==> config.mk <==
export PLATFORM = sky130hd
export DESIGN_NAME = bwlp_recip
export DESIGN_NICKNAME = d
export VERILOG_FILES = /design/src/rtl/bwlp_pkg.sv /design/src/rtl/bwlp_recip.sv
export SDC_FILE = /design/constraint.sdc
export NUM_CORES = 2
export LEC_CHECK = 0
export ABC_AREA = 1
export BUFFER_PORTS_ARGS = -buffer_cell sky130_fd_sc_hd__buf_2
export CORE_UTILIZATION = 46
export DETAILED_ROUTE_END_ITERATION = 8
export PLACE_DENSITY_LB_ADDON = 0.08
export SETUP_SLACK_MARGIN = 0.05
export SYNTH_ARGS = -nofsm -noshare
export SYNTH_HDL_FRONTEND = slang
export SYNTH_SLANG_ARGS = --single-unit
==> constraint.sdc <==
create_clock -name clk -period 82.5 [get_ports clk]
set_input_delay 16.5 -clock clk [delete_from_list [all_inputs] [get_ports clk]]
set_output_delay 16.5 -clock clk [all_outputs]
set_load 0.05 [all_outputs]
==> src/rtl/bwlp_pkg.sv <==
package bwlp_pkg;

  // Block configuration
  localparam int MAX_DIM        = 4096;
  localparam int GAIN_FRAC_BITS = 16;
  localparam int RATIO_FRAC     = 16;

  // Field widths
  localparam int COORD_W  = 12;
  localparam int DIM_W    = 13;
  localparam int CUT_W    = 16;
  localparam int ORD_W    = 6;
  localparam int CFG_W    = 16;
  localparam int CFG_AW   = 3;
  localparam int GAIN_W   = GAIN_FRAC_BITS + 1;

  // Datapath widths
  localparam int HALF_W   = $clog2(MAX_DIM);
  localparam int DIST_W   = (HALF_W > COORD_W) ? HALF_W : COORD_W;
  localparam int SQ_W     = 2 * DIST_W;
  localparam int D2_W     = SQ_W + 1;
  localparam int C2_W     = 2 * CUT_W;
  localparam int NUM_W    = D2_W + 8 + RATIO_FRAC + 1;
  localparam int RQ_W     = GAIN_FRAC_BITS + 1 + RATIO_FRAC;
  localparam int DCMP_W   = C2_W + RQ_W;
  localparam int X_W      = GAIN_FRAC_BITS + RATIO_FRAC + 2;
  localparam int RLO_W    = RATIO_FRAC;
  localparam int RHI_W    = RQ_W - RLO_W;
  localparam int PLO_W    = X_W + RLO_W;
  localparam int PHI_W    = X_W + RHI_W;
  localparam int PROD_W   = X_W + RQ_W;
  localparam int DEN_W    = X_W + 1;
  localparam int RCMP_W   = DEN_W + GAIN_W;
  localparam int N_ITER   = (1 << ORD_W) - 1;

  // Fixed-point constants
  localparam logic [GAIN_W-1:0] GAIN_ONE  = GAIN_W'(1) << GAIN_FRAC_BITS;
  localparam logic [GAIN_W-1:0] GAIN_HALF = GAIN_W'(1) << (GAIN_FRAC_BITS - 1);
  localparam logic [X_W-1:0]    X_ONE     = X_W'(1) << RATIO_FRAC;
  localparam logic [PROD_W-1:0] PROD_THR  = PROD_W'(1) << (GAIN_FRAC_BITS + 1 + 2 * RATIO_FRAC);
  localparam logic [PROD_W-1:0] PROD_RND  = PROD_W'(1) << (RATIO_FRAC - 1);
  localparam logic [DEN_W-1:0]  RECIP_NUM = DEN_W'(1) << (GAIN_FRAC_BITS + RATIO_FRAC);

  // Configuration register indexes
  typedef enum logic [CFG_AW-1:0] {
    REG_ROWS   = 3'd0,
    REG_COLS   = 3'd1,
    REG_CUTOFF = 3'd2,
    REG_ORDER  = 3'd3,
    REG_KIND   = 3'd4
  } cfg_reg_t;

  localparam logic KIND_IDEAL = 1'b1;

  // Gain that bypasses the Butterworth path (ideal mode, zero cutoff)
  typedef struct packed {
    logic              force_gain;
    logic [GAIN_W-1:0] fixed_gain;
  } side_t;

endpackage

==> src/rtl/bwlp_recip.sv <==
module bwlp_recip (
  input  logic                          clk,
  input  logic                          rst_n,
  input  logic                          en,
  input  logic                          valid_i,
  input  logic [bwlp_pkg::X_W-1:0]      x_i,
  input  logic                          sat_i,
  input  bwlp_pkg::side_t               side_i,
  output logic                          valid_o,
  output logic [bwlp_pkg::GAIN_W-1:0]   gain_o,
  output logic                          sat_o,
  output bwlp_pkg::side_t               side_o
);
  import bwlp_pkg::*;

  logic [DEN_W-1:0]  den_in;
  logic [DEN_W-1:0]  den_r  [0:GAIN_W];
  logic [DEN_W-1:0]  rem_r  [0:GAIN_W];
  logic [GAIN_W-1:0] q_r    [0:GAIN_W];
  logic              v_r    [0:GAIN_W];
  logic              sat_r  [0:GAIN_W];
  side_t             side_r [0:GAIN_W];

  assign den_in = DEN_W'(X_ONE) + DEN_W'(x_i);

  // entry stage: denominator 1+x and rounded numerator
  always_ff @(posedge clk) begin
    if (!rst_n) begin
      v_r[0] <= 1'b0;
    end else if (en) begin
      v_r[0]    <= valid_i;
      den_r[0]  <= den_in;
      rem_r[0]  <= RECIP_NUM + (den_in >> 1);
      q_r[0]    <= '0;
      sat_r[0]  <= sat_i;
      side_r[0] <= side_i;
    end
  end

  // one quotient bit per stage
  for (genvar s = 0; s < GAIN_W; s++) begin : g_bit
    localparam int B = GAIN_W - 1 - s;
    logic [RCMP_W-1:0] dsh;
    logic              take;
    assign dsh  = RCMP_W'(den_r[s]) << B;
    assign take = RCMP_W'(rem_r[s]) >= dsh;

    always_ff @(posedge clk) begin
      if (!rst_n) begin
        v_r[s+1] <= 1'b0;
      end else if (en) begin
        v_r[s+1]    <= v_r[s];
        den_r[s+1]  <= den_r[s];
        rem_r[s+1]  <= take ? rem_r[s] - DEN_W'(dsh) : rem_r[s];
        q_r[s+1]    <= take ? (q_r[s] | (GAIN_W'(1) << B)) : q_r[s];
        sat_r[s+1]  <= sat_r[s];
        side_r[s+1] <= side_r[s];
      end
    end
  end

  assign valid_o = v_r[GAIN_W];
  assign gain_o  = q_r[GAIN_W];
  assign sat_o   = sat_r[GAIN_W];
  assign side_o  = side_r[GAIN_W];

endmodule

; Yosys cells after proc, flatten, opt, wreduce, memory -nomap -nowiden
; Memory sizes are Yosys's and may differ from the RTL's.
; Cells that the tools add are included.
; W data, S select, Z words.
[totals]
register_bits = 0
latchBits = 0
ramBits = 1926
romBits = 0
inputBits = 57
out_inout_bits = 37
word_cells = 116
memories = 6
[classes]
add_sub_neg = 19
multipliers = 0
n_div = 0
order_cmp = 17
n_eq_ne = 0
shift = 0
muxes = 56
bitwise = 18
n_reduce_logical = 0
[mem_list]
columns = memory, words, word_bits, rd, rd_clocked_by_memory_dff, write_ports, line
row1 = den_r, 18, 35, 17, 0, 18, bwlp_recip.sv:17  ; logic [DEN_W-1:0] den_r [0:GAIN_W];
row2 = rem_r, 18, 35, 17, 0, 18, bwlp_recip.sv:18  ; logic [DEN_W-1:0] rem_r [0:GAIN_W];
row3 = side_r, 18, 18, 18, 0, 18, bwlp_recip.sv:22  ; side_t side_r [0:GAIN_W];
row4 = q_r, 18, 17, 18, 0, 18, bwlp_recip.sv:19  ; logic [GAIN_W-1:0] q_r [0:GAIN_W];
row5 = sat_r, 18, 1, 18, 0, 18, bwlp_recip.sv:21  ; logic sat_r [0:GAIN_W];
row6 = v_r, 18, 1, 18, 0, 18, bwlp_recip.sv:20  ; logic v_r [0:GAIN_W];
[ops]
columns = op, n
row1 = $mux W35, 17
row2 = $sub A35 B35 Y35, 17
row3 = $ge A35 B51 Y1, 1
row4 = $ge A35 B50 Y1, 1
row5 = $ge A35 B49 Y1, 1
row6 = $ge A35 B48 Y1, 1
row7 = $ge A35 B47 Y1, 1
row8 = $ge A35 B46 Y1, 1
row9 = $ge A35 B45 Y1, 1
row10 = $ge A35 B44 Y1, 1
row11 = $ge A35 B43 Y1, 1
row12 = $ge A35 B42 Y1, 1
row13 = $ge A35 B41 Y1, 1
row14 = $ge A35 B40 Y1, 1
row15 = $ge A35 B39 Y1, 1
row16 = $ge A35 B38 Y1, 1
row17 = $ge A35 B37 Y1, 1
row18 = $ge A35 B36 Y1, 1
row19 = $add A17 B34 Y35 const A, 1
row20 = $add A33 B34 Y35 const A, 1
row21 = $ge A35 B35 Y1, 1
row22 = $mux W1, 23
row23 = $or A1 B1 Y1, 18
row24 = $mux W17, 1
row25 = other kinds (15), 15

; Logic depth before layout (Yosys ltp)
[depth]
ltp_word = 4
depth_mapped = 16
ltp_nobuf = 16

; Least setup slack after synthesis
; No wires, ideal clock.
[synth_timing]
kind = input-to-reg
startpoint = input rst_n
endpoint = memory den_r[0][0] (netlist bit), enable pin
setup_time_ns = 1.839
arrival_time_ns = 45.714
required_ns = 80.661
slack_ns = 34.947
cell_stages = 2
path_cell_list = nand2_1 -> inv_1
[synth_lines]
columns = element, line
row1 = "start, declared", bwlp_recip.sv:3  ; input logic rst_n,
row2 = "end, declared", bwlp_recip.sv:17

==> summary.md <==
| Metric | Value |
|---|---|
| Die span in y | 432 µm |
| Fraction of layout cells with a size suffix above 1 | 0.0457 |
| TritonCTS clock tree | done |
| Fin util | 0.511 |
| Via count | 64400 |
| Antenna Nets Post-Route | 0 |
| Layout area overhead | 10.2% |
| WHS Endpoint | q_r[7][13]$_DFFE_PP_ |
| Sequential cell area fraction in the yosys report | 0.542 |
| Syn nets | 9978 |
| Final hold viol count | 0 |
| Post-synth ARST share | 0 |
| First-pass GRT wire length | 374 mm |
| GR Overflow Total | 0 |
| Headroom to the max-slew limit | 0.158 |
| CP Class | input port to flip-flop |
| Post-Route WL | 249 mm |
| Post-synth top flop | edfxtp_1 |
| I/O pins | 94 |
| Final Skew | 48.2 ps |
| Min-Delay Path Class | flip-flop to flip-flop |
| Crit-path cells | buf_2 -> nand2_1 -> inv_8 -> buf_12 -> buf_12 -> buf_4 |
| Syn. warnings | 0 |
| Slew Viols, Final | 0 |
| H-tree levels | 4 |
| Fmax | 0.0503 GHz |
| Hold Crit Depth | 0 |
| Worst setup EP type | flip-flop |
| Reg2reg start | den_r[2][2]$_DFFE_PP_ |
| Root Buffer | clkbuf_16 |
| Vias per cell | 5.27 |
| Max clock buf depth | 3 |
| CP max stage delay | around 830 ps |
| Post-Syn Area | 85100 µm² |
| Drt first-iter violations | 6400 |
| Initial antenna violation count | 2 |
| Fin crit period | 19860 ps |
| Chip Width | between 400 and 500 µm |
| Register bit total from synthesis | 1535 |
| Total core area | 183000 µm² |
| FP Rows | between 150 and 200 |
| Req. time, crit path | 82930 ps |
| Cts repair resizes | 0 |
| Unrepaired setup endpoints after global routing | false |
| Worst path slowest cell | buf_4 |
| Final period util | 0.241 |
| # setup viols final | 0 |
| Max IR drop VDD | 0.0180 mV |
| Flop-to-flop setup slack | 78200 ps |
| Post-synthesis area per instance | approximately 9.0 µm² |
| Fillers | between 15000 and 20000 |
| R2R cell count | 8 |
| DP Wirelength | 195 mm |
| Distinct cells, synth | 51 |
| Clk slew on worst S/H paths | 60 ps |
| # hold bufs at CTS | 0 |
| Sinks on Clock Net | 1535 |
| Maxcap violations | 0 |
| Pre-Repair DR Iteration Count | 6 |
| Mapped Cells | 9444 |
| Setup crit start kind | input port |
| Number of port buffers | 93 |
| Die area | around 190000 µm² |
| Total negative setup slack | 0 ps |
| Avg WL per Cell | 20.4 µm |
| GP Congestion | 0.952 |
| Total GRT Usage | 0.265 |
| TritonCTS Buffers | 169 |
| Largest net degree at the start of global routing | 196 |
| Run status | finished clean |
| Vias in the first global route | 61100 |
| Reg2reg end | rem_r[3][23]$_DFFE_PP_ |
| Pwr Density | ~20 nW/µm² |
| Leak pwr | 0.0422 µW |
| Data arrival, critical path | 20290 ps |
| Launch point of the critical path | rst_n |
| Residual DRC | 0 |
| Worst-skew pair later-pin latency | 830 ps |
| Crit path buffers/inverters | 5 |
| Starting Density | 0.464 |
| Post-CTS Setup Bufs | 0 |
| Hold Crit Start | q_r[6][13]$_DFFE_PP_ |
| Post-layout nets | 10200 |
| Worst Path Max Fanout | slightly below 200 |
| CP delay by family, top | buffers and inverters |
| Worst-margin pin slew | 1260 ps |
| CP most frequent cell | buf_12 |
| EDFF count, synth | about 1500 |
[flip-flops by register name, summed over array words and instances (netlist names)]
register  cells
q_r         153
sat_r        18
v_r          18
rem_r       436
side_r      324
den_r       586
[area by class of cell]
type,instances,area (µm²),share of cell area
Clock buffer,195,4350,0.0464
Antenna cell,3,7.51,0.0000801
Tap cell,2464,3080,0.0329
Sequential cell,1535,46100,0.492
Inverter,1518,5710,0.0609
Timing Repair Buffer,126,763,0.00814
Multi-Input combinational cell,6271,32500,0.347
Clock inverter,116,1200,0.0129
[cell usage after synthesis, types with 6 or more instances]
master / count / share of area
buf_4: 7 / 0.00062
ha_1: 461 / 0.068
nand2_4: 6 / 0.00079
xnor2_1: 70 / 0.0072
nor4_1: 22 / 0.0016
buf_6: 27 / 0.0036
inv_1: 1512 / 0.067
xor2_1: 186 / 0.019
buf_2: 54 / 0.0032
a21oi_1: 429 / 0.025
and3_1: 6 / 0.00044
nor3_1: 113 / 0.0066
and2_1: 20 / 0.0015
nor2_1: 634 / 0.028
a21o_1: 16 / 0.0014
clkbuf_1: 30 / 0.0013
o21bai_1: 50 / 0.0044
nor2_2: 12 / 0.00088
a21boi_0: 6 / 0.00053
o21ai_0: 202 / 0.012
nand4_1: 283 / 0.021
nand3_1: 627 / 0.037
fa_1: 16 / 0.0038
o21a_1: 9 / 0.00079
or2_2: 7 / 0.00051
nand3b_1: 58 / 0.0051
o21ai_1: 7 / 0.00041
nand2_2: 8 / 0.00059
nand2_1: 2986 / 0.13
edfxtp_1: 1534 / 0.54
nor3b_1: 7 / 0.00062
[logic make-up after synthesis]
kind of cell / count (synthesis) / synth area share
AO/OA/AOI/OAI: 734 / 0.0461
XOR/XNOR: 256 / 0.0264
adder cells (fa/ha/maj): 477 / 0.0716
buffers and inverters: 1638 / 0.0758
flip-flops: 1535 / 0.542
AND/OR/NAND/NOR: 4804 / 0.238
[worst max path at each step]
stage / cells past startpoint / endpoint / slack, ps
floorplan: 2 / den_r[0][0]$_DFFE_PP_ / 34950
global placement: 6 / side_r[14][3]$_DFFE_PP_ / 61790
detailed placement: 6 / den_r[16][32]$_DFFE_PP_ / 61720
CTS: 6 / side_r[13][3]$_DFFE_PP_ / 62630
global route: 6 / side_r[15][15]$_DFFE_PP_ / 62300
finish: 6 / side_r[15][15]$_DFFE_PP_ / 62640
[routing by layer]
layer	part of all wire	wire, µm	vias to the layer above	GRT usage
met2	0.45	111000	1892	0.411
met3	0.061	15100	327	0.0411
li1	-	-	31700	-
met1	0.47	117000	30500	0.386
met5	0	0	-	0
met4	0.023	5760	0	0.0660
[power by group]
group	leakage [µW]	switching, µW	internal, µW
registers	0.0144	22.7	893
clock network	0.00270	319	435
logic	0.0251	134	59.9
total	0.0422	476	1390
[layout by cell type (no fill, tap or decap), types with 186 or more instances in the layout]
cell type	count
a21oi_1	427
edfxtp_1	1534
ha_1	461
inv_1	1511
nand2_1	2986
nand3_1	627
nand4_1	283
nor2_1	634
o21ai_0	202
xor2_1	186
[metrics by stage]
| step | instance area [µm²] | instances | hold slack [ps] | total power [µW] | setup WS, ps |
|---|---|---|---|---|---|
| after detailed placement | 88200 | 11900 | 405 | 1120 | 61720 |
| after CTS | 93700 | 12200 | 398 | 1880 | 62630 |
| after global placement | 88200 | 11900 | 401 | 1120 | 61790 |
| final | 93700 | 12200 | 407 | 1860 | 62640 |
| after global routing | 93700 | 12200 | 407 | 1940 | 62300 |
| after floorplan | 85100 | 9444 | 400 | 1100 | 34950 |
Power figures use the tool's default switching activity.
