===== config.mk =====
export PLATFORM = sky130hd
export DESIGN_NAME = bwlp_ratio_div
export DESIGN_NICKNAME = d
export VERILOG_FILES = /design/src/rtl/bwlp_pkg.sv /design/src/rtl/bwlp_ratio_div.sv
export SDC_FILE = /design/constraint.sdc
export NUM_CORES = 2
export LEC_CHECK = 0
export ABC_CLOCK_PERIOD_IN_PS = 216200
export BUFFER_PORTS_ARGS = -buffer_cell sky130_fd_sc_hd__buf_2
export CAP_MARGIN = 20
export CORE_MARGIN = 2
export CORE_UTILIZATION = 62
export DETAILED_ROUTE_END_ITERATION = 6
export PLACE_DENSITY = 0.78
export SYNTH_ARGS = -nofsm -noshare
export SYNTH_HDL_FRONTEND = slang
export SYNTH_SLANG_ARGS = --single-unit
export TNS_END_PERCENT = 50

===== constraint.sdc =====
create_clock -name clk -period 216.2 [get_ports clk]
set_input_delay 32.43 -clock clk [delete_from_list [all_inputs] [get_ports clk]]
set_output_delay 32.43 -clock clk [all_outputs]
set_load 0.01 [all_outputs]

===== src/rtl/bwlp_pkg.sv =====
package bwlp_pkg;

  // Block configuration
  localparam int MAX_DIM        = 4096;
  localparam int GAIN_FRAC_BITS = 16;
  localparam int RATIO_FRAC     = 16;

  // Field widths
  localparam int COORD_W  = 12;
  localparam int DIM_W    = 13;
  localparam int CUT_W    = 16;
  localparam int ORD_W    = 6;
  localparam int CFG_W    = 16;
  localparam int CFG_AW   = 3;
  localparam int GAIN_W   = GAIN_FRAC_BITS + 1;

  // Datapath widths
  localparam int HALF_W   = $clog2(MAX_DIM);
  localparam int DIST_W   = (HALF_W > COORD_W) ? HALF_W : COORD_W;
  localparam int SQ_W     = 2 * DIST_W;
  localparam int D2_W     = SQ_W + 1;
  localparam int C2_W     = 2 * CUT_W;
  localparam int NUM_W    = D2_W + 8 + RATIO_FRAC + 1;
  localparam int RQ_W     = GAIN_FRAC_BITS + 1 + RATIO_FRAC;
  localparam int DCMP_W   = C2_W + RQ_W;
  localparam int X_W      = GAIN_FRAC_BITS + RATIO_FRAC + 2;
  localparam int RLO_W    = RATIO_FRAC;
  localparam int RHI_W    = RQ_W - RLO_W;
  localparam int PLO_W    = X_W + RLO_W;
  localparam int PHI_W    = X_W + RHI_W;
  localparam int PROD_W   = X_W + RQ_W;
  localparam int DEN_W    = X_W + 1;
  localparam int RCMP_W   = DEN_W + GAIN_W;
  localparam int N_ITER   = (1 << ORD_W) - 1;

  // Fixed-point constants
  localparam logic [GAIN_W-1:0] GAIN_ONE  = GAIN_W'(1) << GAIN_FRAC_BITS;
  localparam logic [GAIN_W-1:0] GAIN_HALF = GAIN_W'(1) << (GAIN_FRAC_BITS - 1);
  localparam logic [X_W-1:0]    X_ONE     = X_W'(1) << RATIO_FRAC;
  localparam logic [PROD_W-1:0] PROD_THR  = PROD_W'(1) << (GAIN_FRAC_BITS + 1 + 2 * RATIO_FRAC);
  localparam logic [PROD_W-1:0] PROD_RND  = PROD_W'(1) << (RATIO_FRAC - 1);
  localparam logic [DEN_W-1:0]  RECIP_NUM = DEN_W'(1) << (GAIN_FRAC_BITS + RATIO_FRAC);

  // Configuration register indexes
  typedef enum logic [CFG_AW-1:0] {
    REG_ROWS   = 3'd0,
    REG_COLS   = 3'd1,
    REG_CUTOFF = 3'd2,
    REG_ORDER  = 3'd3,
    REG_KIND   = 3'd4
  } cfg_reg_t;

  localparam logic KIND_IDEAL = 1'b1;

  // Gain that bypasses the Butterworth path (ideal mode, zero cutoff)
  typedef struct packed {
    logic              force_gain;
    logic [GAIN_W-1:0] fixed_gain;
  } side_t;

endpackage


===== src/rtl/bwlp_ratio_div.sv =====
module bwlp_ratio_div (
  input  logic                         clk,
  input  logic                         rst_n,
  input  logic                         en,
  input  logic                         valid_i,
  input  logic [bwlp_pkg::NUM_W-1:0]   num_i,
  input  bwlp_pkg::side_t              side_i,
  input  logic [bwlp_pkg::C2_W-1:0]    c2,
  output logic                         valid_o,
  output logic [bwlp_pkg::RQ_W-1:0]    ratio_o,
  output logic                         ovf_o,
  output bwlp_pkg::side_t              side_o
);
  import bwlp_pkg::*;

  logic [NUM_W-1:0] rem_r  [0:RQ_W];
  logic [RQ_W-1:0]  q_r    [0:RQ_W];
  logic             v_r    [0:RQ_W];
  logic             ovf_r  [0:RQ_W];
  side_t            side_r [0:RQ_W];

  // entry stage: quotient range check
  always_ff @(posedge clk) begin
    if (!rst_n) begin
      v_r[0] <= 1'b0;
    end else if (en) begin
      v_r[0]    <= valid_i;
      rem_r[0]  <= num_i;
      q_r[0]    <= '0;
      ovf_r[0]  <= DCMP_W'(num_i) >= (DCMP_W'(c2) << RQ_W);
      side_r[0] <= side_i;
    end
  end

  // one restoring quotient bit per stage, MSB first
  for (genvar s = 0; s < RQ_W; s++) begin : g_bit
    localparam int B = RQ_W - 1 - s;
    logic [DCMP_W-1:0] dsh;
    logic              take;
    assign dsh  = DCMP_W'(c2) << B;
    assign take = DCMP_W'(rem_r[s]) >= dsh;

    always_ff @(posedge clk) begin
      if (!rst_n) begin
        v_r[s+1] <= 1'b0;
      end else if (en) begin
        v_r[s+1]    <= v_r[s];
        rem_r[s+1]  <= take ? rem_r[s] - NUM_W'(dsh) : rem_r[s];
        q_r[s+1]    <= take ? (q_r[s] | (RQ_W'(1) << B)) : q_r[s];
        ovf_r[s+1]  <= ovf_r[s];
        side_r[s+1] <= side_r[s];
      end
    end
  end

  assign valid_o = v_r[RQ_W];
  assign ratio_o = q_r[RQ_W];
  assign ovf_o   = ovf_r[RQ_W];
  assign side_o  = side_r[RQ_W];

endmodule


; Yosys cells after proc, flatten, opt, wreduce, memory -nomap -nowiden
; Memory sizes are Yosys's and may differ from the RTL's.
; Index checks and enable logic that the tools add are counted.
[word_totals]
reg_bits = 0
ram_bits = 3502
inputBits = 104
output_inout_bits = 53
elab_cells = 210
mem_count = 5
[op_classes]
add_sub_neg = 33
n_lt_le_gt_ge = 34
mux = 104
n_bitwise = 34
[memory_table]
columns = name, depth, width, read_ports, rd_ports_with_merged_regs, write_ports, line
row1 = rem_r, 34, 50, 33, 0, 34, bwlp_ratio_div.sv:16  ; logic [NUM_W-1:0] rem_r [0:RQ_W];
row2 = q_r, 34, 33, 34, 0, 34, bwlp_ratio_div.sv:17  ; logic [RQ_W-1:0] q_r [0:RQ_W];
row3 = side_r, 34, 18, 34, 0, 34, bwlp_ratio_div.sv:20  ; side_t side_r [0:RQ_W];
row4 = ovf_r, 34, 1, 34, 0, 34, bwlp_ratio_div.sv:19  ; logic ovf_r [0:RQ_W];
row5 = v_r, 34, 1, 34, 0, 34, bwlp_ratio_div.sv:18  ; logic v_r [0:RQ_W];
[ops]
columns = op, n
row1 = 2-to-1 mux 50 bit, 33
row2 = subtractor 50 bit, 15
row3 = greater-or-equal comparator 50 x 65 -> 1 bit, 1
row4 = greater-or-equal comparator 50 x 64 -> 1 bit, 1
row5 = greater-or-equal comparator 50 x 63 -> 1 bit, 1
row6 = greater-or-equal comparator 50 x 62 -> 1 bit, 1
row7 = greater-or-equal comparator 50 x 61 -> 1 bit, 1
row8 = greater-or-equal comparator 50 x 60 -> 1 bit, 1
row9 = greater-or-equal comparator 50 x 59 -> 1 bit, 1
row10 = greater-or-equal comparator 50 x 58 -> 1 bit, 1
row11 = greater-or-equal comparator 50 x 57 -> 1 bit, 1
row12 = greater-or-equal comparator 50 x 56 -> 1 bit, 1
row13 = greater-or-equal comparator 50 x 55 -> 1 bit, 1
row14 = greater-or-equal comparator 50 x 54 -> 1 bit, 1
row15 = greater-or-equal comparator 50 x 53 -> 1 bit, 1
row16 = greater-or-equal comparator 50 x 52 -> 1 bit, 1
row17 = greater-or-equal comparator 50 x 51 -> 1 bit, 1
row18 = greater-or-equal comparator 50 x 32 -> 1 bit, 1
row19 = greater-or-equal comparator 50 x 33 -> 1 bit, 1
row20 = greater-or-equal comparator 50 x 34 -> 1 bit, 1
row21 = greater-or-equal comparator 50 x 35 -> 1 bit, 1
row22 = greater-or-equal comparator 50 x 36 -> 1 bit, 1
row23 = greater-or-equal comparator 50 x 37 -> 1 bit, 1
row24 = greater-or-equal comparator 50 x 38 -> 1 bit, 1
row25 = 64 further kinds, 135

; Longest topological paths before layout
[logic_depth]
depth_word = 4
depth_mapped = 17
depth_no_buf = 15

; Worst setup path after synthesis
; Ideal clock, no wire load.
[synth_path]
path_kind = input to register
from = input port rst_n
to = memory ovf_r[0] (enable)
setup_time_ns = 3.640
t_arrival_ns = 96.921
required_ns = 212.560
setup_slack_ns = 115.638
stages = 2
path_buffers = 1
path_cell_list = clkbuf_1 > and2_1
[synth_lines]
columns = item, line
row1 = from (decl), bwlp_ratio_div.sv:3  ; input logic rst_n,
row2 = to (decl), bwlp_ratio_div.sv:19

==> summary.md <==
| Metric | Value |
|---|---|
| Reg power frac | `between 40 and 50%` |
| Seq cells post-synth | `2891` |
| First-pass GRT wire length | `between 500000 and 600000 um` |
| Final antenna-violating net count | `0` |
| CP Data Arrival Time | `around 38000 ps` |
| Fmax | `between 20 and 30 MHz` |
| Reg-to-reg startpoint | `rem_r[18][14]$_DFFE_PP_` |
| Row cnt | `179` |
| CTS Sinks | `2891` |
| Slew Limit Headroom | `between 20% and 30%` |
| Hold_ws | `between 300 and 400 ps` |
| Period utilization | `between 10% and 20%` |
| Core Box Area | `between 200000 and 250000 um^2` |
| CP endpoint kind | `register` |
| Switching power share of the total | `26.58%` |
| Vias in the first global route | `~96000` |
| Worst path most repeated cell | `buf_4` |
| P&R area growth vs syn | `10.12%` |
| Initial DRC count | `about 9800` |
| Final HPWL DP | `approximately 260000 um` |
| WP depth | `8` |
| GRT Total Usage | `roughly 30%` |
| GPL Wtd Cong | `~0.96` |
| Required time of the critical path | `~220000 ps` |
| Total CTS buffers | `between 300 and 400` |
| Largest stage delay, worst path | `between 800 and 900 ps` |
| Worst-Skew Late Latency | `970 ps` |
| VDD IR-drop max | `a little over 0.009 mV` |
| Reg2reg end | `rem_r[19][15]$_DFFE_PP_` |
| # hold bufs at CTS | `0` |
| Async S/R FF share, synth | `0%` |
| Avg WL per Cell | `23.59 um` |
| Worst R2R Path Depth | `15` |
| Setup CP Type | `in2reg` |
| Worst-Margin Slew | `approximately 1100 ps` |
| Antenna violations before repair | `23` |
| Cell Area, Synth | `148500 um^2` |
| Post-route setup TNS | `0 ps` |
| Clk network pwr share | `36.1%` |
| CTS resizes | `0` |
| Root Driver | `clkbuf_16` |
| Cell Count, Final, Fillers Out | `15660` |
| Crit path time final | `roughly 37000 ps` |
| Pwr/cell area | `between 8 and 9 nW/um^2` |
| Mapped Nets | `13050` |
| Power Internal | `~1.1 mW` |
| Number of flops mapped to enable cells by yosys | `2890` |
| Pre-Repair DR Iteration Count | `6` |
| Family with the most delay on the worst path | `buffers and inverters` |
| End point of the critical path | `rem_r[5][9]$_DFFE_PP_` |
| Layout cells sized above 1 | `approximately a tenth` |
| Synth Flop Type | `edfxtp_1` |
| Final Util | `between 60 and 70%` |
| Reg2reg setup slack | `~210000 ps` |
| Largest net degree at the start of global routing | `between 150 and 200` |
| Setup Fix Bufs, Post-CTS | `0` |
| Worst Skew | `84.87 ps` |
| Die Wd | `a little under 500 um` |
| CTS tree | `yes` |
| Combinational cell fraction of total power | `between 15 and 20%` |
| Fin. Hold Viols | `0` |
| CP Launch Type | `input pin` |
| I/O pin cnt | `157` |
| Top cells by count, synth | `2890 x edfxtp_1, 990 x a21oi_1, 968 x ha_1, 913 x nand2_1, 803 x o21ai_0` |
| Cells along the critical path | `buf_2 -> and2_4 -> buf_12 -> buf_12 -> buf_4 -> buf_4 -> buf_4 -> buf_16` |
| Slowest cell on the critical path | `buf_4` |
| Die area | `243400 um^2` |
| Part of the Yosys area used for sequential elements | `between 50 and 60%` |
| Post-synth top area cell | `edfxtp_1` |
| Die Span Y | `493.3 um` |
| Yosys warns | `0` |
| Worst Hold Class | `reg2reg` |
| Worst Path Max Fanout | `~160` |
| Inst Count DP | `15100` |
| CTS max path bufs | `4` |
| Worst Setup SP | `en` |
| Residual DRC count | `0` |
| Total gr overflow | `0` |
| Sw power | `slightly below 400 uW` |
| H-tree Lvls | `5` |
| IO buf count | `roughly 160` |
| Routed wire length | `369500 um` |
| Netlist cell types | `108` |
| Vias per cell | `between 6 and 7` |
| Final nets | `around 13000` |
| RSZ-0062 raised after global routing | `false` |
| Clock-pin transition on the worst setup and hold timing paths | `roughly 60 ps` |
| Buf+Inv Stages, Crit Path | `7` |
| Final Slew Violations | `0` |
| Vias | `99150` |
| Leakage power | `approximately 61 nW` |
| Top cells by area, synth | `edfxtp_1 58%, ha_1 8.2%, a21oi_1 3.3%` |
| Cells after Synth | `about 12000` |
| Max-cap violations | `0` |
| Outcome | `finished clean` |
| Initial Util | `just over 60%` |
| Area share of the leading cell type in the synthesized netlist | `58.46%` |
| Setup Viol. Count Final | `0` |
| Count leader, synth | `edfxtp_1` |
| Post-Syn Area per Cell | `12.43 um^2` |
[power groups by stage]
stage	clock, mW	combinational [mW]	sequential (mW)
after floorplan	0	0.185	0.754
after detailed placement	0	0.243	0.693
after global placement	0	0.237	0.693
after CTS	0.536	0.246	0.682
after global routing	0.557	0.275	0.684
final	0.528	0.250	0.682
[worst min-delay path by stage]
stage | startpoint | to | slack (ps) | cells past startpoint
2_1_floorplan | ovf_r[9]$_DFFE_PP_ | ovf_r[10]$_DFFE_PP_ | 400 | 0
3_3_place_gp | side_r[27][1]$_DFFE_PP_ | side_r[28][1]$_DFFE_PP_ | 400 | 0
3_5_place_dp | ovf_r[19]$_DFFE_PP_ | ovf_r[20]$_DFFE_PP_ | 400 | 0
4_1_cts | side_r[24][0]$_DFFE_PP_ | side_r[25][0]$_DFFE_PP_ | 370 | 0
5_1_grt | side_r[23][3]$_DFFE_PP_ | side_r[24][3]$_DFFE_PP_ | 390 | 0
6_report | side_r[24][0]$_DFFE_PP_ | side_r[25][0]$_DFFE_PP_ | 380 | 0
[per-stage QoR]
stage | area (um^2) | total power, mW | setup WS, ps
after floorplan | 148500 | 0.9398 | 115640
after global placement | 153200 | 0.9298 | 177880
after detailed placement | 153200 | 0.9364 | 177700
after CTS | 163300 | 1.464 | 178690
after global routing | 163500 | 1.516 | 178460
final | 163500 | 1.460 | 178820
[layout by cell type (no fill, tap or decap), types with 81 or more instances in the layout]
cell,synthesis,final
a21o_1,511,511
buf_4,6,108
nand3_1,181,181
inv_1,326,300
a211oi_1,82,81
o21ai_0,803,802
nor3_1,181,180
nand4_1,162,162
o21bai_1,133,132
ha_1,968,968
o21a_1,116,116
a31oi_1,91,91
nor2_1,680,680
nor4_1,171,171
nor2b_1,128,128
xnor2_1,526,526
a21oi_1,990,988
and3_1,96,96
clkbuf_16,0,320
xor2_1,396,396
buf_2,41,156
nand2_1,913,913
mux2_2,301,301
nand2b_1,132,132
edfxtp_1,2890,2890
[cells by family after synthesis]
group	count (synthesis)	share of synthesized area, %
xor+xnor	922	5.440
fa+ha+maj	1000	8.590
flops	2891	58.47
compound gates	3189	13.38
simple gates	2984	9.906
buf+inv	615	1.618
mux	344	2.590
[per-layer routing]
layer | vias to the layer above | global-route usage, % | routed length, um
li1 | 46400 | - | -
met1 | 47830 | 39.20 | 150300
met2 | 3909 | 48.26 | 173300
met3 | 996 | 4.345 | 24610
met4 | 10 | 15.27 | 21150
met5 | - | 0 | 69
[cell type report]
type                    instances  area, um^2
flip-flops and latches       2891       86800
fillers                     16610       74590
multi-input cells            8439       59440
clock buffers                 366        8180
well taps                    3167        3963
repair buffers                280        1952
clock inverters               185        1901
inverters                     327        1229
diodes                          5       12.51
[state kept, by name, summed over array words and instances, names as in the netlist]
name,flops
side_r,612
rem_r,1650
q_r,561
v_r,34
ovf_r,34
(Power assumes the default switching activity.)
