==> src/rtl/bwlp_pkg.sv <==
package bwlp_pkg;

  // Block configuration
  localparam int MAX_DIM        = 4096;
  localparam int GAIN_FRAC_BITS = 16;
  localparam int RATIO_FRAC     = 16;

  // Field widths
  localparam int COORD_W  = 12;
  localparam int DIM_W    = 13;
  localparam int CUT_W    = 16;
  localparam int ORD_W    = 6;
  localparam int CFG_W    = 16;
  localparam int CFG_AW   = 3;
  localparam int GAIN_W   = GAIN_FRAC_BITS + 1;

  // Datapath widths
  localparam int HALF_W   = $clog2(MAX_DIM);
  localparam int DIST_W   = (HALF_W > COORD_W) ? HALF_W : COORD_W;
  localparam int SQ_W     = 2 * DIST_W;
  localparam int D2_W     = SQ_W + 1;
  localparam int C2_W     = 2 * CUT_W;
  localparam int NUM_W    = D2_W + 8 + RATIO_FRAC + 1;
  localparam int RQ_W     = GAIN_FRAC_BITS + 1 + RATIO_FRAC;
  localparam int DCMP_W   = C2_W + RQ_W;
  localparam int X_W      = GAIN_FRAC_BITS + RATIO_FRAC + 2;
  localparam int RLO_W    = RATIO_FRAC;
  localparam int RHI_W    = RQ_W - RLO_W;
  localparam int PLO_W    = X_W + RLO_W;
  localparam int PHI_W    = X_W + RHI_W;
  localparam int PROD_W   = X_W + RQ_W;
  localparam int DEN_W    = X_W + 1;
  localparam int RCMP_W   = DEN_W + GAIN_W;
  localparam int N_ITER   = (1 << ORD_W) - 1;

  // Fixed-point constants
  localparam logic [GAIN_W-1:0] GAIN_ONE  = GAIN_W'(1) << GAIN_FRAC_BITS;
  localparam logic [GAIN_W-1:0] GAIN_HALF = GAIN_W'(1) << (GAIN_FRAC_BITS - 1);
  localparam logic [X_W-1:0]    X_ONE     = X_W'(1) << RATIO_FRAC;
  localparam logic [PROD_W-1:0] PROD_THR  = PROD_W'(1) << (GAIN_FRAC_BITS + 1 + 2 * RATIO_FRAC);
  localparam logic [PROD_W-1:0] PROD_RND  = PROD_W'(1) << (RATIO_FRAC - 1);
  localparam logic [DEN_W-1:0]  RECIP_NUM = DEN_W'(1) << (GAIN_FRAC_BITS + RATIO_FRAC);

  // Configuration register indexes
  typedef enum logic [CFG_AW-1:0] {
    REG_ROWS   = 3'd0,
    REG_COLS   = 3'd1,
    REG_CUTOFF = 3'd2,
    REG_ORDER  = 3'd3,
    REG_KIND   = 3'd4
  } cfg_reg_t;

  localparam logic KIND_IDEAL = 1'b1;

  // Gain that bypasses the Butterworth path (ideal mode, zero cutoff)
  typedef struct packed {
    logic              force_gain;
    logic [GAIN_W-1:0] fixed_gain;
  } side_t;

endpackage

==> src/rtl/bwlp_front.sv <==
module bwlp_front (
  input  logic                           clk,
  input  logic                           rst_n,
  input  logic                           en,
  input  logic                           valid_i,
  input  logic [bwlp_pkg::COORD_W-1:0]   row_i,
  input  logic [bwlp_pkg::COORD_W-1:0]   col_i,
  input  logic [bwlp_pkg::HALF_W-1:0]    half_row,
  input  logic [bwlp_pkg::HALF_W-1:0]    half_col,
  input  logic [bwlp_pkg::C2_W-1:0]      c2,
  input  logic                           kind,
  output logic                           valid_o,
  output logic [bwlp_pkg::NUM_W-1:0]     num_o,
  output bwlp_pkg::side_t                side_o
);
  import bwlp_pkg::*;

  logic [DIST_W-1:0] row_e, col_e, hr_e, hc_e;
  logic              v1_r, v2_r, v3_r;
  logic [DIST_W-1:0] dr_r, dc_r;
  logic [SQ_W-1:0]   dr2_r, dc2_r;
  logic [D2_W-1:0]   d2;
  logic [NUM_W-1:0]  num_r;
  side_t             side_nxt, side_r;

  assign row_e = DIST_W'(row_i);
  assign col_e = DIST_W'(col_i);
  assign hr_e  = DIST_W'(half_row);
  assign hc_e  = DIST_W'(half_col);
  assign d2    = D2_W'(dr2_r) + D2_W'(dc2_r);

  // bypass gain for ideal mode and zero cutoff
  always_comb begin
    side_nxt = '0;
    if (kind == KIND_IDEAL) begin
      side_nxt.force_gain = 1'b1;
      side_nxt.fixed_gain = ((C2_W + 9)'(d2) << 8) <= (C2_W + 9)'(c2) ? GAIN_ONE : '0;
    end else if (c2 == '0) begin
      side_nxt.force_gain = 1'b1;
      side_nxt.fixed_gain = (d2 == '0) ? GAIN_ONE : '0;
    end
  end

  always_ff @(posedge clk) begin
    if (!rst_n) begin
      v1_r <= 1'b0;
      v2_r <= 1'b0;
      v3_r <= 1'b0;
    end else if (en) begin
      // stage 1: distances to centre
      v1_r  <= valid_i;
      dr_r  <= (row_e >= hr_e) ? row_e - hr_e : hr_e - row_e;
      dc_r  <= (col_e >= hc_e) ? col_e - hc_e : hc_e - col_e;
      // stage 2: squares
      v2_r  <= v1_r;
      dr2_r <= dr_r * dr_r;
      dc2_r <= dc_r * dc_r;
      // stage 3: ratio numerator with rounding term
      v3_r  <= v2_r;
      num_r <= (NUM_W'(d2) << (8 + RATIO_FRAC)) + NUM_W'(c2 >> 1);
      side_r <= side_nxt;
    end
  end

  assign valid_o = v3_r;
  assign num_o   = num_r;
  assign side_o  = side_r;

endmodule

==> config.mk <==
export PLATFORM = sky130hd
export DESIGN_NAME = bwlp_front
export DESIGN_NICKNAME = d
export VERILOG_FILES = /design/src/rtl/bwlp_pkg.sv /design/src/rtl/bwlp_front.sv
export SDC_FILE = /design/constraint.sdc
export NUM_CORES = 1
export LEC_CHECK = 0
export BUFFER_PORTS_ARGS = -buffer_cell sky130_fd_sc_hd__buf_2
export CAP_MARGIN = 20
export CORE_MARGIN = 1
export CORE_UTILIZATION = 49
export DETAILED_ROUTE_END_ITERATION = 12
export PLACE_DENSITY = 0.68
export SYNTH_ARGS = -nofsm -noshare
export SYNTH_HDL_FRONTEND = slang
export SYNTH_SLANG_ARGS = --single-unit
export TNS_END_PERCENT = 30
==> constraint.sdc <==
create_clock -name clk -period 11.21 [get_ports clk]
set_clock_uncertainty 0.15 [all_clocks]
set_input_delay 0 -clock clk [delete_from_list [all_inputs] [get_ports clk]]
set_output_delay 0 -clock clk [all_outputs]
set_load 0.01 [all_outputs]
==> After elaboration in Yosys (flattened, before gate mapping) <==
Cells that the tools add are included.
{ "word_totals": {"register_bits": 143, "in_bits": 85, "out_inout_bits": 69} }
{ "classes": {"n_lt_le_gt_ge": 3, "reduce_logical": 3, "n_mul": 2, "muxes": 6, "addsub": 6} }
{ "ops": {"columns": ["operator", "n"], "rows": [
  ["two-way mux 17 bit", 3],
  ["adder 49 x 31 -> 50 bit", 1],
  ["multiplier 12 x 12 -> 24 bit", 2],
  ["subtractor 12 bit", 4],
  ["<= comparator 33 x 32 -> 1 bit", 1],
  ["logical NOT 32 bit", 1],
  ["adder 24 x 24 -> 25 bit", 1],
  ["logical NOT 25 bit", 1],
  [">= comparator 12 bit", 2],
  ["two-way mux 12 bit", 2],
  ["two-way mux 18 bit", 1],
  ["AND reduction 2 bit", 1]
]} }

==> Logic depth before layout (Yosys ltp) <==
Gate-level depths: netlist (run 1).
{ "logic_depth": {"word_depth": 5, "ltp_mapped": 23, "mapped_depth_nobuf": 22} }

==> Worst setup path before layout (run 1) <==
Ideal clock, no wire load.
{ "synth_timing": {"path_kind": "reg2reg", "from": "reg dr_r[2]", "to": "reg dr2_r[23] (data pin)", "stages_incl_launch_ff": 21, "n_path_buf": 1, "setup_ns": 0.262, "t_arrival_ns": 5.329, "slack_ns": 5.469, "required_ns": 10.798, "path_cell_list": "edfxtp_1 -> clkbuf_1 -> and2_1 -> inv_1 -> fa_1 -> inv_1 -> fa_1 -> fa_1 -> fa_1 -> inv_1 -> fa_1 -> inv_1 -> ha_1 -> a21o_1 -> a21oi_1 -> o31ai_1 -> a41o_1 -> o41a_1 -> a211o_1 -> a21oi_1 -> xor2_1"} }
{ "synth_between": {"elab_chain_cells": 1} }
{ "synth_rtl": {"columns": ["item", "line_no", "text"], "rows": [
  ["start: declaration", "bwlp_front.sv:20", "logic [DIST_W-1:0] dr_r, dc_r;"],
  ["start signal: assignment", "bwlp_front.sv:52", "dr_r <= (row_e >= hr_e) ? row_e - hr_e : hr_e - row_e;"],
  ["multiplier 12 x 12 -> 24 bit", "bwlp_front.sv:56", "dr2_r <= dr_r * dr_r;"],
  ["end signal: assignment", "bwlp_front.sv:56", null],
  ["end: declaration", "bwlp_front.sv:21", "logic [SQ_W-1:0] dr2_r, dc2_r;"]
]} }
Every way passes these cells.
A chain may end at the register's enable or synchronous reset.

==> Worst setup path after layout (run 1) <==
{ "layout_timing": {"from": "reg dc_r[9]", "to": "reg dc2_r[22] (data pin)"} }
{ "layout_between": {"elab_chain_cells": 1} }
{ "layout_rtl": {"columns": ["item", "line_no", "text"], "rows": [
  ["start: declaration", "bwlp_front.sv:20", null],
  ["start signal: assignment", "bwlp_front.sv:53", "dc_r <= (col_e >= hc_e) ? col_e - hc_e : hc_e - col_e;"],
  ["multiplier 12 x 12 -> 24 bit", "bwlp_front.sv:57", "dc2_r <= dc_r * dc_r;"],
  ["end signal: assignment", "bwlp_front.sv:57", null],
  ["end: declaration", "bwlp_front.sv:21", null]
]} }
Every way passes these cells.

==> flow_metrics.py, run 1 <==
metrics = {
    "floorplanning": {
        "initial_core_util": 0.500,
        "coreArea_um2": 32700,
        "num_io_pins": 154,
        "die-height_um": 185,
        "die_area_um2": 34100,
        "fp.dieW_um": 185,
        "rows": 66,
    },
    "clock_tree": {
        "hold_buffers": 58,
        "cts-root-buf": "clkbuf_16",
        "clock_latency_ns": 0.43,
        "numCtsBuffers": 17,
        "cts_tree": "done",
        "cts.path.max_buffers": 2,
        "postCtsResizedCells": 0,
        "htree_levels": 4,
        "post_cts_buffers": 0,
        "path_clk_slew_ns": 0.07,
        "cts_sinks": 125,
    },
    "logic_synthesis": {
        "seq_area_frac_synth": 0.228,
        "ys_ff_latch": 125,
        "synth-edff-count": 122,
        "yosys_warnings": 0,
        "yosys.cell_types.count": 76,
        "synthesis.area_um2": 16300,
        "syn_inst": 1687,
        "postSynthAreaPerCell_um2": 9.68,
        "synthArstFlopShare": 0,
        "ys_dominant_reg_cell": "edfxtp_1",
    },
    "grt": {
        "antenna_found_initial": 0,
        "grt_usage": 0.207,
        "grt_pass1_wl_um": 56300,
        "grt_max_degree": 73,
        "grt_pass1_vias": 12063,
        "overflow": 0,
    },
    "detailed_routing": {
        "post_drt_wl_per_cell_um": 14.3,
        "dr.pass1.iters": 8,
        "wirelength_um": 33300,
        "viasPerCell": 5.16,
        "vias": 11984,
        "antenna_left": 0,
        "drt-initial-drc-count": 714,
        "post-route-drc-count": 0,
    },
    "finish": {
        "finalNetCount": 2341,
        "area_delta_synth_final_pct": 13.7,
        "diodes": 0,
        "drive_gt1_frac": 0.111,
        "fill_cells": 2877,
    },
    "sta": {
        "fmax_ghz": 0.164,
        "fin_crit_ns": 6.11,
        "hold_viol": 0,
        "tns_ns": 0,
        "worstMarginPinSlew_ns": 0.999,
        "setup_viol": 0,
        "rsz0062_at_grt": "false",
        "max_slew_margin": 0.334,
        "maxSlewViolCount": 0,
        "fin_crit_sh": 0.545,
    },
    "flow_run": {
        "maxCapViolations": 0,
    },
    "critical_path": {
        "worstPathCellList": "nand2_1 > inv_1 > fa_1 > inv_1 > fa_1 > inv_1 > fa_1 > fa_1 > inv_1 > fa_1 > inv_1 > ha_1 > or3_1 > o21ai_0 > a21oi_1 > a41oi_1 > a21oi_1 > a41o_1 > o41ai_1 > xnor2_1",
        "critPathLaunchType": "flip-flop",
        "criticalPathCategory": "flip-flop to flip-flop",
        "worstSetupEndpointType": "flip-flop",
        "crit_fanout": 14,
        "max_stage_delay_ns": 0.59,
        "crit_slowest_cell": "edfxtp_1",
        "critical_path_arrival_ns": 6.14,
        "critPathRequiredTime_ns": 11.24,
    },
    "outcome": {
        "status": "finished, final reports clean",
    },
    "placement": {
        "io_buffer_count": 137,
        "dpl.hpwl_um": 27100,
        "gp_congestion": 0.894,
    },
    "hold_path": {
        "hp-class": "input port to flip-flop",
    },
}
==> cells by family after synthesis <==
family,Yosys count,share of synthesized area
compound gates,223,0.0899
xor+xnor,110,0.0604
fa+ha+maj,387,0.374
buf+inv,430,0.103
flops,125,0.228
mux,27,0.0172
other cells,1,0.000230
simple gates,384,0.128
==> sequential cells by signal, summed over array words and instances, names as in the netlist <==
| name | flops |
|---|---|
| dc2_r | 23 |
| dc_r | 12 |
| dr2_r | 23 |
| dr_r | 12 |
| num_o | 50 |
| side_o | 2 |
| v1_r | 1 |
| v2_r | 1 |
| valid_o | 1 |
==> cells in the mapped netlist, types with 5 or more instances <==
master | instances | share of area
inv_1 | 381 | 0.088
ha_1 | 218 | 0.17
fa_1 | 169 | 0.21
edfxtp_1 | 122 | 0.22
and2_1 | 89 | 0.034
nand2_1 | 88 | 0.020
a21oi_1 | 73 | 0.022
xnor2_1 | 73 | 0.039
nor2_1 | 48 | 0.011
a21o_1 | 39 | 0.018
o21ai_0 | 34 | 0.010
xor2_1 | 34 | 0.018
nor2b_1 | 32 | 0.012
clkbuf_1 | 29 | 0.0067
nor3_1 | 23 | 0.0070
nand3_1 | 21 | 0.0064
mux2i_1 | 19 | 0.012
buf_4 | 16 | 0.0074
nand4_1 | 16 | 0.0061
nand2b_1 | 13 | 0.0050
or2_2 | 9 | 0.0034
a211oi_1 | 8 | 0.0037
and3_1 | 8 | 0.0031
mux2_2 | 8 | 0.0055
nor4_1 | 8 | 0.0031
a21boi_0 | 6 | 0.0028
a31oi_1 | 6 | 0.0023
o21a_1 | 6 | 0.0028
o21bai_1 | 5 | 0.0023
or3_1 | 5 | 0.0019
==> stage by stage <==
step	cell area [µm²]	worst slack (ns)	hold slack, ns	cells	utilization
floorplan	16400	5.47	-0.0511	1702	-
CTS	18600	5.12	0.00289	2324	0.568
detailed placement	17400	5.14	0.0439	2234	0.532
global placement	17400	5.23	0.0446	2234	0.532
finish	18600	5.10	0.0149	2324	0.568
global route	18600	4.67	0.0431	2324	0.568
==> critical path, delay by kind of cell, from the launching register on <==
kind / cells / cell delay (ns)
AO/OA/AOI/OAI: 6 / 1.34
XOR/XNOR: 1 / 0.10
flip-flops: 1 / 0.59
AND/OR/NAND/NOR: 2 / 0.60
buffers and inverters: 5 / 0.27
adder cells (fa/ha/maj): 6 / 2.80
==> path summary, 6_finish.rpt <==
path | cells past startpoint | end | slack [ns] | start
min reg2reg | 2 | valid_o | 0.37 | valid_o
max | 20 | dc2_r[22] | 5.10 | dc_r[9]
min | 4 | dr_r[7] | 0.01 | row_i[7]
max reg2reg | 20 | dc2_r[22] | 5.10 | dc_r[9]
==> cells in the final DEF, fill, tap and decap left out, types with 48 or more instances in the layout <==
master / count
xnor2_1: 73
and2_1: 88
inv_1: 381
edfxtp_1: 122
ha_1: 218
nor2_1: 48
nand2_1: 88
fa_1: 169
buf_2: 137
dlygate4sd3_1: 58
a21oi_1: 73
==> layout make-up <==
class	instances	area, µm²	area share
Sequential cell	125	3720	0.200
Multi-Input combinational cell	1147	11000	0.592
Timing Repair Buffer	197	1280	0.0690
Clock inverter	14	156	0.00842
Inverter	381	1430	0.0770
Clock buffer	18	439	0.0236
Tap cell	442	553	0.0298
==> per-layer routing <==
layer	up-vias	global-route usage	routed length (µm)
li1	5821	-	-
met4	0	0.0670	830
met2	299	0.368	16700
met5	-	0	0
met1	5818	0.264	14400
met3	46	0.0192	1450
Power of run 1 is left out: the tool's default activity adds up to more than one toggle a clock period on the data nets, which glitch-free logic cannot reach.
==> run 2, diff against run 1 <==
--- a/config.mk
+++ b/config.mk
@@ -10,7 +10,7 @@
 export CORE_MARGIN = 1
 export CORE_UTILIZATION = 49
 export DETAILED_ROUTE_END_ITERATION = 12
-export PLACE_DENSITY = 0.68
+export PLACE_DENSITY = 0.71
 export SYNTH_ARGS = -nofsm -noshare
 export SYNTH_HDL_FRONTEND = slang
 export SYNTH_SLANG_ARGS = --single-unit
==> constraint.sdc (replaced) <==
create_clock -name clk -period 5.2 [get_ports clk]
set_clock_uncertainty 0.15 [all_clocks]
set_input_delay 0 -clock clk [delete_from_list [all_inputs] [get_ports clk]]
set_output_delay 0 -clock clk [all_outputs]
set_load 0.01 [all_outputs]
==> flow_metrics.py, run 2 (synthesis results as in run 1) <==
metrics = {
    "hold_path": {
        "hp-class": "input port to flip-flop",
        "worst_hold_path.num_cells": 3,
    },
    "critical_path": {
        "critPathCapture": "dr2_r[23]",
        "critical_path_arrival_ns": 5.50,
        "crit_fanout": 7,
        "worst-r2r-cell-count": 19,
        "r2r_start": "dr_r[2]",
        "worstPathCellList": "buf_6 > and2_4 > fa_2 > fa_1 > inv_1 > fa_1 > inv_1 > fa_1 > inv_1 > fa_1 > inv_2 > ha_4 > a31oi_4 > o31ai_4 > a41o_1 > o41a_1 > a211o_1 > a21oi_2 > xor2_1",
        "max_stage_delay_ns": 0.53,
        "crit_slowest_cell": "edfxtp_1",
        "setup.worst_path.start": "dr_r[2]",
        "critPathLaunchType": "flip-flop",
        "worstSetupEndpointType": "flip-flop",
        "criticalPathCategory": "flip-flop to flip-flop",
        "r2r-end": "dr2_r[23]",
        "crit_top_cell": "fa_1",
        "rrSetupSlack_ns": -0.27,
        "critPathRequiredTime_ns": 5.23,
    },
    "sta": {
        "fin_crit_ns": 5.47,
        "max_slew_margin": 0.314,
        "setup_viol": 11,
        "worstMarginPinSlew_ns": 1.03,
        "rsz0062_at_grt": "true",
        "hold_viol": 0,
        "maxSlewViolCount": 0,
        "fmax_ghz": 0.183,
        "whs_ns": 0.0185,
        "fin_crit_sh": 1.05,
        "fin_ws_ns": -0.270,
    },
    "placement": {
        "io_buffer_count": 137,
        "dpl.hpwl_um": 28300,
        "post_dp_cell_area_um2": 18600,
        "gp_congestion": 0.870,
        "place_inst": 2373,
    },
    "floorplanning": {
        "fp.dieW_um": 185,
        "coreArea_um2": 32700,
        "rows": 66,
        "initial_core_util": 0.500,
        "die-height_um": 185,
        "num_io_pins": 154,
        "die_area_um2": 34100,
    },
    "detailed_routing": {
        "post-route-drc-count": 0,
        "wirelength_um": 35600,
        "vias": 12649,
        "viasPerCell": 5.06,
        "post_drt_wl_per_cell_um": 14.3,
        "antenna_left": 0,
        "dr.pass1.iters": 5,
        "drt-initial-drc-count": 637,
    },
    "finish": {
        "fill_cells": 2604,
        "largest_reg_flops": 50,
        "fin_area_um2": 20300,
        "final_cell_mix": "inv_1, ha_1, buf_4",
        "layout_commonest_cell": "inv_1",
        "final_core_util": 0.621,
        "regArea_um2": 3720,
        "finalNetCount": 2515,
        "multiInputGateArea_um2": 11400,
        "area_delta_synth_final_pct": 24.2,
        "drive_gt1_frac": 0.224,
        "diodes": 0,
        "finalNonFillerCells": 2498,
    },
    "clock_tree": {
        "cts.path.max_buffers": 2,
        "cts_sinks": 125,
        "clock_latency_ns": 0.44,
        "cts-root-buf": "clkbuf_16",
        "cts_tree": "done",
        "htree_levels": 4,
        "path_clk_slew_ns": 0.07,
        "numCtsBuffers": 17,
    },
    "outcome": {
        "violations": "negative setup slack",
        "status": "finished with violations",
    },
    "grt": {
        "antenna_found_initial": 0,
        "grt_usage": 0.217,
        "overflow": 0,
        "grt_pass1_vias": 13024,
        "grt_max_degree": 79,
        "grt_pass1_wl_um": 59100,
    },
    "flow_run": {
        "maxCapViolations": 0,
    },
}
run 2: cell types whose count changed in the layout (fill, tap and decap cells not counted), moves of 9 or more:
cell	delta
buf_4	+163
ha_1	-12
a21oi_1	-9
ha_4	+10
inv_2	+11
inv_1	-11
and2_1	-18
a21oi_2	+9
and2_4	+18
run 2: what timing repair did:
action                                  CTS  global route
endpoints found under the hold margin    56             0
endpoints found under the setup margin   13            16
setup buffers                            25             7
pin swaps                                25            19
gates resized for setup                  29            29
hold buffers                             61             0
gates cloned                              0             0
run 2: worst max-delay path: cells and delay by family, from the launching register on:
kind            cells  cell delay (ns)
compound gates      6             1.31
xor+xnor            1             0.07
fa+ha+maj           6             2.62
buf+inv             5             0.38
flops               1             0.53
simple gates        1             0.15
run 2: worst min path at each step:
| stage | start | endpoint | slack, ns |
|---|---|---|---|
| detailed placement | c2[5] | num_o[4] | 0.04 |
| floorplan | c2[1] | num_o[0] | -0.05 |
| global placement | c2[6] | num_o[5] | 0.04 |
| CTS | half_col[7] | dc_r[7] | 0.003 |
| finish | c2[27] | num_o[26] | 0.02 |
| global route | c2[27] | num_o[26] | 0.01 |
run 2: metal layers:
metal / routed length [µm] / global-route usage / up-vias / share of wire
met5: 0 / 0 / - / 0
met4: 998 / 0.0797 / 0 / 0.028
met1: 15200 / 0.259 / 6150 / 0.43
li1: - / - / 6163 / -
met2: 18200 / 0.397 / 273 / 0.51
met3: 1220 / 0.0275 / 63 / 0.034
run 2: layout make-up:
class,instances,area share
clock buffer,17,0.0210
sequential,125,0.183
tap,442,0.0273
clock inverter,15,0.00752
timing repair buffer,371,0.129
inverter,381,0.0705
multi-input combinational,1147,0.561
run 2: through the flow:
| stage | setup slack, ns | setup TNS (ns) |
|---|---|---|
| 3_5_place_dp | -0.339 | -2.07 |
| 6_report | -0.270 | -1.48 |
| 4_1_cts | -0.237 | -1.18 |
| 5_1_grt | -0.454 | -3.86 |
| 2_1_floorplan | -0.157 | -0.393 |
| 3_3_place_gp | -0.246 | -1.26 |
Power of run 2 is left out for the same reason.
